<file path="config.mk">
export PLATFORM = sky130hd
export DESIGN_NAME = led_strip_frame_generator_core
export DESIGN_NICKNAME = d
export VERILOG_FILES = /design/src/rtl/core/lsfg_pkg.sv /design/src/rtl/core/lsfg_front.sv /design/src/rtl/core/lsfg_cmd_queue.sv /design/src/rtl/core/lsfg_back.sv /design/src/rtl/core/led_strip_frame_generator_core.sv
export SDC_FILE = /design/constraint.sdc
export NUM_CORES = 1
export LEC_CHECK = 0
export ABC_AREA = 1
export BUFFER_PORTS_ARGS = -buffer_cell sky130_fd_sc_hd__buf_2
export CAP_MARGIN = 20
export CORE_MARGIN = 10
export CORE_UTILIZATION = 30
export CTS_CLUSTER_DIAMETER = 120
export CTS_CLUSTER_SIZE = 30
export DETAILED_ROUTE_END_ITERATION = 16
export PLACE_DENSITY = 0.53
export SYNTH_ARGS = -nofsm -noshare
export SYNTH_HDL_FRONTEND = slang
export SYNTH_SLANG_ARGS = --single-unit
</file>
<file path="constraint.sdc">
create_clock -name clk -period 7.4 [get_ports clk]
set_input_delay 1.48 -clock clk [delete_from_list [all_inputs] [get_ports clk]]
set_output_delay 1.48 -clock clk [all_outputs]
set_load 0.01 [all_outputs]
</file>
<file path="src/rtl/core/lsfg_pkg.sv">
// Shared types and constants for the LED strip frame generator.
package lsfg_pkg;

  localparam int CFG_IDX_W = 2;
  localparam int COLOR_W   = 24;
  localparam int DOTLEN_W  = 6;
  localparam int FUNC_W    = 3;
  localparam int LEVEL_W   = 8;
  localparam int FRAME_W   = 32;

  // Register indexes on the configuration port
  localparam logic [CFG_IDX_W-1:0] CFG_PRIMARY   = 2'd0;
  localparam logic [CFG_IDX_W-1:0] CFG_SECONDARY = 2'd1;
  localparam logic [CFG_IDX_W-1:0] CFG_DOT_LEN   = 2'd2;

  // Reset values of the registers
  localparam logic [COLOR_W-1:0]  PRIMARY_RST   = 24'd10;
  localparam logic [COLOR_W-1:0]  SECONDARY_RST = 24'd0;
  localparam logic [DOTLEN_W-1:0] DOT_LEN_RST   = 6'd3;

  // Command function codes on the input channel
  localparam logic [FUNC_W-1:0] FUNC_GRADIENT = 3'd0;
  localparam logic [FUNC_W-1:0] FUNC_LIGHT    = 3'd1;
  localparam logic [FUNC_W-1:0] FUNC_DOT      = 3'd3;

  localparam logic [FRAME_W-1:0] START_FRAME = 32'h0000_0000;
  localparam logic [FRAME_W-1:0] DARK_FRAME  = 32'hFF00_0000;
  localparam logic [7:0]         FRAME_MARK  = 8'hFF;

  typedef struct packed {
    logic [FUNC_W-1:0]  func;
    logic [LEVEL_W-1:0] level;
    logic               side;
  } lsfg_in_t;

  typedef struct packed {
    logic               side_out;
    logic [FRAME_W-1:0] frame;
    logic               last;
  } lsfg_out_t;

  typedef enum logic [1:0] {
    MODE_GRADIENT,
    MODE_LIGHT,
    MODE_DOT
  } mode_t;

  // Classified command passed from front to back
  typedef struct packed {
    mode_t              mode;
    logic [LEVEL_W-1:0] level;   // saturated at the LED count
    logic [LEVEL_W-1:0] start;   // first lit LED in dot mode
    logic               side;
  } cmd_t;

endpackage

</file>
<file path="src/rtl/core/lsfg_front.sv">
// Front end: accepts commands, drops unused modes, saturates level, finds dot start.
module lsfg_front #(
  parameter int LED_COUNT = 32
) (
  input  logic                           in_valid,
  output logic                           in_stall,
  input  lsfg_pkg::lsfg_in_t             in_data,
  input  logic [lsfg_pkg::DOTLEN_W-1:0]  dot_length,
  input  logic                           q_full,
  output logic                           q_push,
  output lsfg_pkg::cmd_t                 q_cmd
);
  import lsfg_pkg::*;

  localparam logic [LEVEL_W-1:0] LEVEL_MAX = LEVEL_W'(LED_COUNT);

  logic               accept;
  logic               func_ok;
  logic [LEVEL_W-1:0] level_sat;
  logic [LEVEL_W-1:0] dot_len_ext;
  mode_t              mode;

  assign in_stall = q_full;
  assign accept   = in_valid & ~q_full;

  always_comb begin
    func_ok = 1'b1;
    mode    = MODE_GRADIENT;
    unique case (in_data.func)
      FUNC_GRADIENT: mode = MODE_GRADIENT;
      FUNC_LIGHT:    mode = MODE_LIGHT;
      FUNC_DOT:      mode = MODE_DOT;
      default:       func_ok = 1'b0;
    endcase
  end

  assign level_sat   = (in_data.level > LEVEL_MAX) ? LEVEL_MAX : in_data.level;
  assign dot_len_ext = LEVEL_W'(dot_length);

  // Drop unused modes: the beat is taken but nothing is queued
  assign q_push      = accept & func_ok;
  assign q_cmd.mode  = mode;
  assign q_cmd.level = level_sat;
  assign q_cmd.start = (level_sat > dot_len_ext) ? level_sat - dot_len_ext : '0;
  assign q_cmd.side  = in_data.side;

endmodule

</file>
<file path="src/rtl/core/lsfg_cmd_queue.sv">
// Two-entry command queue between front and back.
module lsfg_cmd_queue (
  input  logic           clk,
  input  logic           rst_n,
  input  logic           push,
  input  lsfg_pkg::cmd_t push_cmd,
  output logic           full,
  input  logic           pop,
  output logic           pop_valid,
  output lsfg_pkg::cmd_t pop_cmd
);
  import lsfg_pkg::*;

  cmd_t       mem_r [2];
  logic       wr_ptr_r, wr_ptr_nxt;
  logic       rd_ptr_r, rd_ptr_nxt;
  logic [1:0] cnt_r, cnt_nxt;
  logic       do_push, do_pop;

  assign full      = (cnt_r == 2'd2);
  assign pop_valid = (cnt_r != 2'd0);
  assign pop_cmd   = mem_r[rd_ptr_r];
  assign do_push   = push & ~full;
  assign do_pop    = pop & pop_valid;

  always_comb begin
    wr_ptr_nxt = do_push ? ~wr_ptr_r : wr_ptr_r;
    rd_ptr_nxt = do_pop ? ~rd_ptr_r : rd_ptr_r;
    cnt_nxt    = cnt_r + 2'(do_push) - 2'(do_pop);
  end

  always_ff @(posedge clk) begin
    if (!rst_n) begin
      wr_ptr_r <= 1'b0;
      rd_ptr_r <= 1'b0;
      cnt_r    <= 2'd0;
    end else begin
      wr_ptr_r <= wr_ptr_nxt;
      rd_ptr_r <= rd_ptr_nxt;
      cnt_r    <= cnt_nxt;
    end
  end

  always_ff @(posedge clk) begin
    if (do_push) begin
      mem_r[wr_ptr_r] <= push_cmd;
    end
  end

endmodule

</file>
<file path="src/rtl/core/lsfg_back.sv">
// Back end: frame sequencer, blend pipeline with constant division, output register.
module lsfg_back #(
  parameter int LED_COUNT = 32
) (
  input  logic                          clk,
  input  logic                          rst_n,
  input  logic                          q_valid,
  input  lsfg_pkg::cmd_t                q_cmd,
  output logic                          q_pop,
  input  logic [lsfg_pkg::COLOR_W-1:0]  primary_color,
  input  logic [lsfg_pkg::COLOR_W-1:0]  secondary_color,
  output logic                          out_valid,
  input  logic                          out_stall,
  output lsfg_pkg::lsfg_out_t           out_data
);
  import lsfg_pkg::*;

  localparam int IW  = $clog2(LED_COUNT + 1);        // frame index 0..LED_COUNT
  localparam int NW  = $clog2(255 * LED_COUNT + 1);  // blend numerator
  localparam int KSH = NW;                           // reciprocal scale
  localparam int MW  = KSH + 1;
  localparam int PW  = NW + MW;
  localparam logic [MW-1:0] RECIP    = MW'((2 ** KSH) / LED_COUNT);
  localparam logic [IW-1:0] LAST_IDX = IW'(LED_COUNT);
  localparam logic [NW-1:0] N_NUM    = NW'(LED_COUNT);

  typedef struct packed {
    logic side;
    logic last;
    logic is_start;
    logic lit;
    logic use_blend;
  } flags_t;

  // Sequencer
  logic          busy_r, busy_nxt;
  logic [IW-1:0] idx_r, idx_nxt;
  cmd_t          cmd_r;
  cmd_t          sel_cmd;
  logic          sel_valid;
  logic          adv;
  logic          issue;
  logic [IW-1:0] led;
  logic [LEVEL_W-1:0] led_ext;
  logic          in_range;
  flags_t        flags0;
  logic [NW-1:0] num0 [3];
  logic [7:0]    p_c [3];
  logic [7:0]    s_c [3];

  // Pipeline stages
  logic          v1_r, v2_r;
  flags_t        f1_r, f2_r;
  logic [NW-1:0] num1_r [3];
  logic [NW-1:0] num2_r [3];
  logic [7:0]    q0_r [3];
  logic [PW-1:0] prod [3];
  logic [NW-1:0] rem [3];
  logic [7:0]    qv [3];

  logic          out_valid_r;
  lsfg_out_t     out_data_r, out_data_nxt;

  assign adv       = ~out_valid_r | ~out_stall;
  assign sel_cmd   = busy_r ? cmd_r : q_cmd;
  assign sel_valid = busy_r | q_valid;
  assign issue     = adv & sel_valid;
  assign q_pop     = issue & ~busy_r;

  assign led     = idx_r - IW'(1);
  assign led_ext = LEVEL_W'(led);

  // Red, green, blue components
  assign p_c[0] = primary_color[23:16];
  assign p_c[1] = primary_color[15:8];
  assign p_c[2] = primary_color[7:0];
  assign s_c[0] = secondary_color[23:16];
  assign s_c[1] = secondary_color[15:8];
  assign s_c[2] = secondary_color[7:0];

  always_comb begin
    in_range         = led_ext < sel_cmd.level;
    flags0.side      = sel_cmd.side;
    flags0.is_start  = (idx_r == '0);
    flags0.last      = (idx_r == LAST_IDX);
    flags0.use_blend = (sel_cmd.mode != MODE_LIGHT);
    if (sel_cmd.mode == MODE_DOT) begin
      flags0.lit = in_range & (led_ext >= sel_cmd.start);
    end else begin
      flags0.lit = in_range;
    end
    for (int c = 0; c < 3; c++) begin
      num0[c] = NW'(p_c[c]) * NW'(LAST_IDX - led) + NW'(s_c[c]) * NW'(led);
    end
  end

  always_comb begin
    busy_nxt = busy_r;
    idx_nxt  = idx_r;
    if (issue) begin
      if (idx_r == LAST_IDX) begin
        busy_nxt = 1'b0;
        idx_nxt  = '0;
      end else begin
        busy_nxt = 1'b1;
        idx_nxt  = idx_r + IW'(1);
      end
    end
  end

  // Quotient estimate is the true value or one short; fix with one compare
  always_comb begin
    for (int c = 0; c < 3; c++) begin
      prod[c] = PW'(num1_r[c]) * PW'(RECIP);
      rem[c]  = num2_r[c] - NW'(q0_r[c]) * N_NUM;
      qv[c]   = (rem[c] >= N_NUM) ? q0_r[c] + 8'd1 : q0_r[c];
    end
  end

  always_comb begin
    out_data_nxt.side_out = f2_r.side;
    out_data_nxt.last     = f2_r.last;
    if (f2_r.is_start) begin
      out_data_nxt.frame = START_FRAME;
    end else if (!f2_r.lit) begin
      out_data_nxt.frame = DARK_FRAME;
    end else if (f2_r.use_blend) begin
      out_data_nxt.frame = {FRAME_MARK, qv[2], qv[1], qv[0]};
    end else begin
      out_data_nxt.frame = {FRAME_MARK, p_c[2], p_c[1], p_c[0]};
    end
  end

  always_ff @(posedge clk) begin
    if (!rst_n) begin
      busy_r      <= 1'b0;
      idx_r       <= '0;
      v1_r        <= 1'b0;
      v2_r        <= 1'b0;
      out_valid_r <= 1'b0;
    end else begin
      busy_r <= busy_nxt;
      idx_r  <= idx_nxt;
      if (adv) begin
        v1_r        <= issue;
        v2_r        <= v1_r;
        out_valid_r <= v2_r;
      end
    end
  end

  always_ff @(posedge clk) begin
    if (q_pop) begin
      cmd_r <= q_cmd;
    end
    if (adv) begin
      f1_r       <= flags0;
      f2_r       <= f1_r;
      out_data_r <= out_data_nxt;
      for (int c = 0; c < 3; c++) begin
        num1_r[c] <= num0[c];
        num2_r[c] <= num1_r[c];
        q0_r[c]   <= 8'(prod[c] >> KSH);
      end
    end
  end

  assign out_valid = out_valid_r;
  assign out_data  = out_data_r;

endmodule

</file>
<file path="src/rtl/core/led_strip_frame_generator_core.sv">
// Top level of the LED strip frame generator: registers, front, queue and back.
//
//   channel  direction  handshake          beat
//   in_      input      in_valid/in_stall  func, level, side (one command)
//   out_     output     out_valid/out_stall side_out, frame, last (one frame)
//   cfg_     input      cfg_valid/cfg_ready register index, write data
//
// A command that produces output yields LED_COUNT + 1 frames (start frame then one
// frame per LED), one frame per cycle while out_ is not stalled. From accept, a
// command passes through the queue, two blend stages and the output register
// before its first frame. Reset is synchronous on rst_n; it clears the queue, the
// sequencer and the valid bits and loads the register reset values. A stall on
// out_ while out_valid is high freezes the whole back pipeline; the queue keeps
// taking commands until it holds two.
module led_strip_frame_generator_core #(
  parameter int LED_COUNT = 32
) (
  input  logic                            clk,
  input  logic                            rst_n,
  input  logic                            in_valid,
  output logic                            in_stall,
  input  lsfg_pkg::lsfg_in_t              in_data,
  output logic                            out_valid,
  input  logic                            out_stall,
  output lsfg_pkg::lsfg_out_t             out_data,
  input  logic                            cfg_valid,
  output logic                            cfg_ready,
  input  logic [lsfg_pkg::CFG_IDX_W-1:0]  cfg_index,
  input  logic [lsfg_pkg::COLOR_W-1:0]    cfg_data
);
  import lsfg_pkg::*;

  logic [COLOR_W-1:0]  primary_r;
  logic [COLOR_W-1:0]  secondary_r;
  logic [DOTLEN_W-1:0] dot_len_r;

  logic cfg_we;
  logic push, q_full, pop, q_valid;
  cmd_t push_cmd, q_cmd;

  // Always ready: user writes registers only while the block is idle, not enforced
  assign cfg_ready = 1'b1;
  assign cfg_we    = cfg_valid & cfg_ready;

  // Hold register values; writes to unknown indexes are dropped
  always_ff @(posedge clk) begin
    if (!rst_n) begin
      primary_r   <= PRIMARY_RST;
      secondary_r <= SECONDARY_RST;
      dot_len_r   <= DOT_LEN_RST;
    end else if (cfg_we) begin
      unique case (cfg_index)
        CFG_PRIMARY:   primary_r   <= cfg_data;
        CFG_SECONDARY: secondary_r <= cfg_data;
        CFG_DOT_LEN:   dot_len_r   <= cfg_data[DOTLEN_W-1:0];
        default: ;
      endcase
    end
  end

  // Classify commands and queue the ones that produce frames
  lsfg_front #(
    .LED_COUNT (LED_COUNT)
  ) u_front (
    .in_valid   (in_valid),
    .in_stall   (in_stall),
    .in_data    (in_data),
    .dot_length (dot_len_r),
    .q_full     (q_full),
    .q_push     (push),
    .q_cmd      (push_cmd)
  );

  lsfg_cmd_queue u_queue (
    .clk       (clk),
    .rst_n     (rst_n),
    .push      (push),
    .push_cmd  (push_cmd),
    .full      (q_full),
    .pop       (pop),
    .pop_valid (q_valid),
    .pop_cmd   (q_cmd)
  );

  // Emit start frame and LED frames, back to back across commands
  lsfg_back #(
    .LED_COUNT (LED_COUNT)
  ) u_back (
    .clk             (clk),
    .rst_n           (rst_n),
    .q_valid         (q_valid),
    .q_cmd           (q_cmd),
    .q_pop           (pop),
    .primary_color   (primary_r),
    .secondary_color (secondary_r),
    .out_valid       (out_valid),
    .out_stall       (out_stall),
    .out_data        (out_data)
  );

endmodule
</file>
# Word-level counts from Yosys, hierarchy flattened
# Memory sizes are Yosys's and may differ from the RTL's. A register that Yosys moved wholly into a read port is not among the register bits.
# Cells that the tools add are included.
# W data, S select, Z words.
dict set report op_classes {
  addsub 15
  reduce_logical 9
  eq_ne 8
  order_cmp 7
  n_bitwise 16
  mux 19
  multipliers 6
}
# op n
set op_table {}
lappend op_table {{$mux W8} 5}
lappend op_table {{$add A13 B13 Y13} 3}
lappend op_table {{$ge A13 B6 Y1 const B} 3}
lappend op_table {{$mul A8 B13 Y13} 3}
lappend op_table {{$mul A8 B6 Y13} 3}
lappend op_table {{$sub A13 B13 Y13} 3}
lappend op_table {{$mux W32} 1}
lappend op_table {{$add A8 B1 Y8 const B} 3}
lappend op_table {{$mux W24} 1}
lappend op_table {{$mux W19} 1}
lappend op_table {{$mux W1} 9}
lappend op_table {{$ge A6 B8 Y1} 1}
lappend op_table {{$gt A8 B6 Y1} 1}
lappend op_table {{$gt A8 B6 Y1 const B} 1}
lappend op_table {{$lt A6 B8 Y1} 1}
lappend op_table {{$sub A8 B6 Y8} 1}
lappend op_table {{$and A1 B1 Y1} 7}
lappend op_table {{$not A1 Y1} 7}
lappend op_table {{$sub A6 B6 Y7 const A} 1}
lappend op_table {{$add A6 B1 Y6 const B} 1}
lappend op_table {{$eq A2 B2 Y1 const B} 3}
lappend op_table {{$eq A6 B6 Y1 const B} 1}
lappend op_table {{$logic_not A6 Y1} 1}
lappend op_table {{$mux W6} 1}
lappend op_table {{15 further kinds} 18}
dict set report word_totals {
  inputBits 43
  ff_bits 131
  n_memories 4
  ramBits 140
  out_inout_bits 37
  elab_cells 113
}
# name words word_bits read_ports rd_clocked_by_memory_dff wr line
set mem_list {}
lappend mem_list {u_back.num1_r 3 13 3 0 3 lsfg_back.sv:54} ;# logic [NW-1:0] num1_r [3];
lappend mem_list {u_back.num2_r 3 13 3 0 3 lsfg_back.sv:55} ;# logic [NW-1:0] num2_r [3];
lappend mem_list {u_queue.mem_r 2 19 1 1 1 lsfg_cmd_queue.sv:14} ;# cmd_t mem_r [2];
lappend mem_list {u_back.q0_r 3 8 3 0 3 lsfg_back.sv:56} ;# logic [7:0] q0_r [3];

# Longest topological paths before layout
dict set report depth {
  ltp_word 7
  depth_mapped 38
  mapped_depth_nobuf 34
}

# Hierarchy
# Synthesis repeated with hierarchy kept, for this count alone.
dict set report unflattened {
  cells_unflattened 2235
  area_unflattened_um2 19481.2
}
# module instances area_each_um2 cells_per_inst seq_area_each_um2
set by_module_without_submodules {}
lappend by_module_without_submodules {lsfg_back 1 14986.9 1699 3323.2}
lappend by_module_without_submodules {led_strip_frame_generator_core 1 2318.5 346 1081.0}
lappend by_module_without_submodules {lsfg_cmd_queue 1 1667.8 96 1241.2}
lappend by_module_without_submodules {lsfg_front 1 508.0 94 0.0}

# Worst setup path after synthesis
# OpenSTA, ideal clock, no wires.
dict set report synth_path {
  path_kind {register to register}
  from {register u_back.idx_r[0]}
  to {memory u_back.num1_r[0][38] in the netlist's numbering, data pin}
  t_required_ns 7.151
  synth_period_minus_slack_ns 7.047
  stages_incl_launch_ff 37
  n_path_buf 5
  path_slack_ns 0.353
  arrival_ns 6.798
  cell_sequence {dfxtp_1 inv_2 buf_2 buf_1 ha_1 clkbuf_1 nand2_1 inv_1 nand2_1 nor2_2 nand3_1 nand2_2 buf_4 inv_1 buf_2 nor2_1 ha_1 a31o_2 inv_1 fa_1 fa_1 inv_1 fa_1 fa_1 inv_1 fa_1 inv_1 ha_1 a21oi_1 nor2_1 nor3b_1 o21ai_0 a21oi_1 xnor2_1 nand3b_1 nand2_1 inv_1}
}
# element line
set synth_rtl {}
lappend synth_rtl {{from (decl)} lsfg_back.sv:37} ;# logic [IW-1:0] idx_r, idx_nxt;
lappend synth_rtl {{from (signal assigned)} lsfg_back.sv:143} ;# idx_r <= idx_nxt;
lappend synth_rtl {{to (decl)} lsfg_back.sv:54}

==> flow_summary.toml <==
[status]
status = "complete, no violations"

[global_route]
grt_first_pass_wirelength_mm = 79.1
grt.met3_usage_pct = 2.60
use_met1_pct = 18.3
grt_pass1_vias = 14300
grt_start_max_net_pins = 64
grt_busiest_layer = "met2"
antenna_found_initial = 3
overflow = 0
grtUsageMet2_pct = 22.3
grt.total_usage_pct = 13.6

[flow_run]
maxCapViolations = 0

[route]
finalWirelength_mm = 49.2
routedWlPerCell_um = 16.4
ant_nets = 0
viasPerCell = 4.52
vias = 13600
drcViolationCount = 0
first_pass_iters = 5
drt_iter0_drc = 773

[logic_synthesis]
syn_area_per_cell_um2 = 8.93
muxShareOfSynthArea_pct = 0
yosysSeqAreaShare_pct = 30.2
synth_edf_count = 142
synth.largest_area_cell = "fa_1"
syn_area_mm2 = 0.0187
synthSimpleGateAreaFrac_pct = 14.6
synth-xor-area-share_pct = 2.48
synth_top_area_share_pct = 25.2
synth_area_leaders = "fa_1 (25%), edfxtp_1 (23%), inv_1 (9.5%)"
yosys.area_share.adder_pct = 34.5
synthFlopType = "edfxtp_1"
synth_cells = 2090
ys_ff_latch = 211
async_reset_ff_share_pct = 0
synth-compound-area-share_pct = 6.95
synth_warnings = 0
synth_top_family_by_area = "adder cells"
synth_cell_types = 43

[timing]
fin_crit_sh_pct = 93.8
relSlewSlack_pct = 35.4
whs_ps = 416
fin_crit_ps = 6940
tightest_slew_ps = 967
finalHoldViolCount = 0
slew_violations = 0
worst_clock_skew_ps = 32.4
finalSetupTns_ps = 0
fmax_mhz = 144
setup-violations-final = 0
rsz0062_at_grt = "no"
worst_slack_ps = 455

[floorplanning]
die_w_um = 269
dieArea_mm2 = 0.0726
die_h_um = 269
std_cell_rows = 91
start_util_pct = 30.3
boundaryPins = 80
core_mm2 = 0.0617

[finish]
area_growth_syn_to_layout_pct = 10.0
mostFrequentLayoutCells = "inv_1 (470), nand2_1 (320), nor2_1 (253)"
mostFrequentLayoutCell = "inv_1"
final_cells = 3000
finalNetCount = 2572
drive_gt1_share_pct = 7.45

[clocking]
cts_buffer_depth = 3
cts_max_level = 1
numCtsBuffers = 13
clk_transition_reported_paths_ps = 110
post_cts_buffers = 0
insertion_delay_ps = 510
cts_tree = "yes"
cts-root-buf = "clkbuf_16"
cts_sinks = 211

[placed_design]
dp_cells = 2976
portBuffers = 78
place.gp.congestion = 0.885
dp.final_hpwl_mm = 38.9
post-place-ws_ps = 395

[critical_path]
crit_required_ps = 7680
worstRegToRegCells = 28
r2r-end = "u_back.num1_r[0][38]$_DFFE_PP_"
start_kind = "flop"
slowest_delay_ps = 570
arrival_ps = 7230
endpoint_kind = "flop"
crit_fanout = 11
r2r-start = "u_back.idx_r[1]$_SDFFE_PN0P_"
crit_type = "reg -> reg"
crit_slowest_cell = "fa_1"
rrSetupSlack_ps = 460

[hold_path]
worst_hold_startpoint = "u_back.num1_r[0][22]$_DFFE_PP_"
hold_depth = 0
worst_hold_path_type = "reg -> reg"
holdPathEnd = "u_back.q0_r[0][12]$_DFFE_PP_"
## flip-flops by register name (all words and copies together), names as in the netlist, named ones only
signal / count
dot_len_r: 6
primary_r: 24
secondary_r: 24
u_back.busy_r: 1
u_back.cmd_r: 19
u_back.f1_r: 5
u_back.f2_r: 5
u_back.idx_r: 6
u_back.num1_r: 24
u_back.out_data: 27
u_back.out_valid: 1
u_back.q0_r: 24
u_back.v1_r: 1
u_back.v2_r: 1
u_queue.cnt_r: 2
u_queue.mem_r: 38
u_queue.rd_ptr_r: 1
u_queue.wr_ptr_r: 1
## layer usage
layer	routed length (µm)	up-vias
met4	1100	4
met1	22700	6616
met5	21	-
met3	3110	55
li1	-	6545
met2	22300	335
## metrics by stage
step | utilization (%) | cell area, µm²
after floorplan | - | 18700
after global placement | 32.5 | 20100
after detailed placement | 32.5 | 20100
after CTS | 33.2 | 20500
after global routing | 33.3 | 20500
final | 33.3 | 20500
## Yosys cell counts, types with 8 or more instances
cell type / instances
inv_1: 470
nor3_1: 11
clkbuf_1: 40
ha_1: 139
dfxtp_1: 69
a211oi_1: 25
nand4_1: 10
o21ai_0: 87
buf_4: 9
xnor2_1: 21
edfxtp_1: 142
nand2_1: 322
nor2_1: 253
nand3_1: 56
buf_2: 8
buf_1: 10
xor2_1: 30
a21oi_1: 95
fa_1: 235
## kinds of logic after synthesis
family / after synthesis
flip-flops: 211
adder cells (fa/ha/maj): 374
AND/OR/NAND/NOR: 677
other: 2
XOR/XNOR: 52
AO/OA/AOI/OAI: 232
buffers and inverters: 542
## worst max-delay path by stage
stage	from	endpoint	cells after the start
floorplan	u_back.idx_r[0]$_SDFFE_PN0P_	u_back.num1_r[0][38]$_DFFE_PP_	36
global placement	u_back.idx_r[0]$_SDFFE_PN0P_	u_back.num1_r[0][38]$_DFFE_PP_	26
detailed placement	u_back.idx_r[1]$_SDFFE_PN0P_	u_back.num1_r[0][38]$_DFFE_PP_	28
CTS	u_back.idx_r[1]$_SDFFE_PN0P_	u_back.num1_r[0][38]$_DFFE_PP_	28
global route	u_back.idx_r[1]$_SDFFE_PN0P_	u_back.num1_r[0][38]$_DFFE_PP_	28
finish	u_back.idx_r[1]$_SDFFE_PN0P_	u_back.num1_r[0][38]$_DFFE_PP_	28
## worst max-delay path: cells and delay by family (launching register included)
kind                     cells  cell delay, ps
buffers and inverters        7             780
AO/OA/AOI/OAI                4             720
adder cells (fa/ha/maj)      8            3640
AND/OR/NAND/NOR              7             860
flip-flops                   1             430
XOR/XNOR                     2             280
## what timing repair did
item | CTS | global route
endpoints found under the setup margin | 0 | 1
hold buffers | 0 | 0
gates resized for setup | 0 | 1
## area by class of cell
type,count,area [µm²]
Antenna cell,2,5.00
Sequential cell,211,5650
Multi-Input combinational cell,1342,11000
Clock buffer,14,329
Fill cell,6521,41200
Clock inverter,7,103
Tap cell,837,1050
Timing Repair Buffer,112,658
Inverter,475,1790
Power is not shown: default switching activity piles up to over one toggle a cycle in this logic, so the estimate is an artifact.
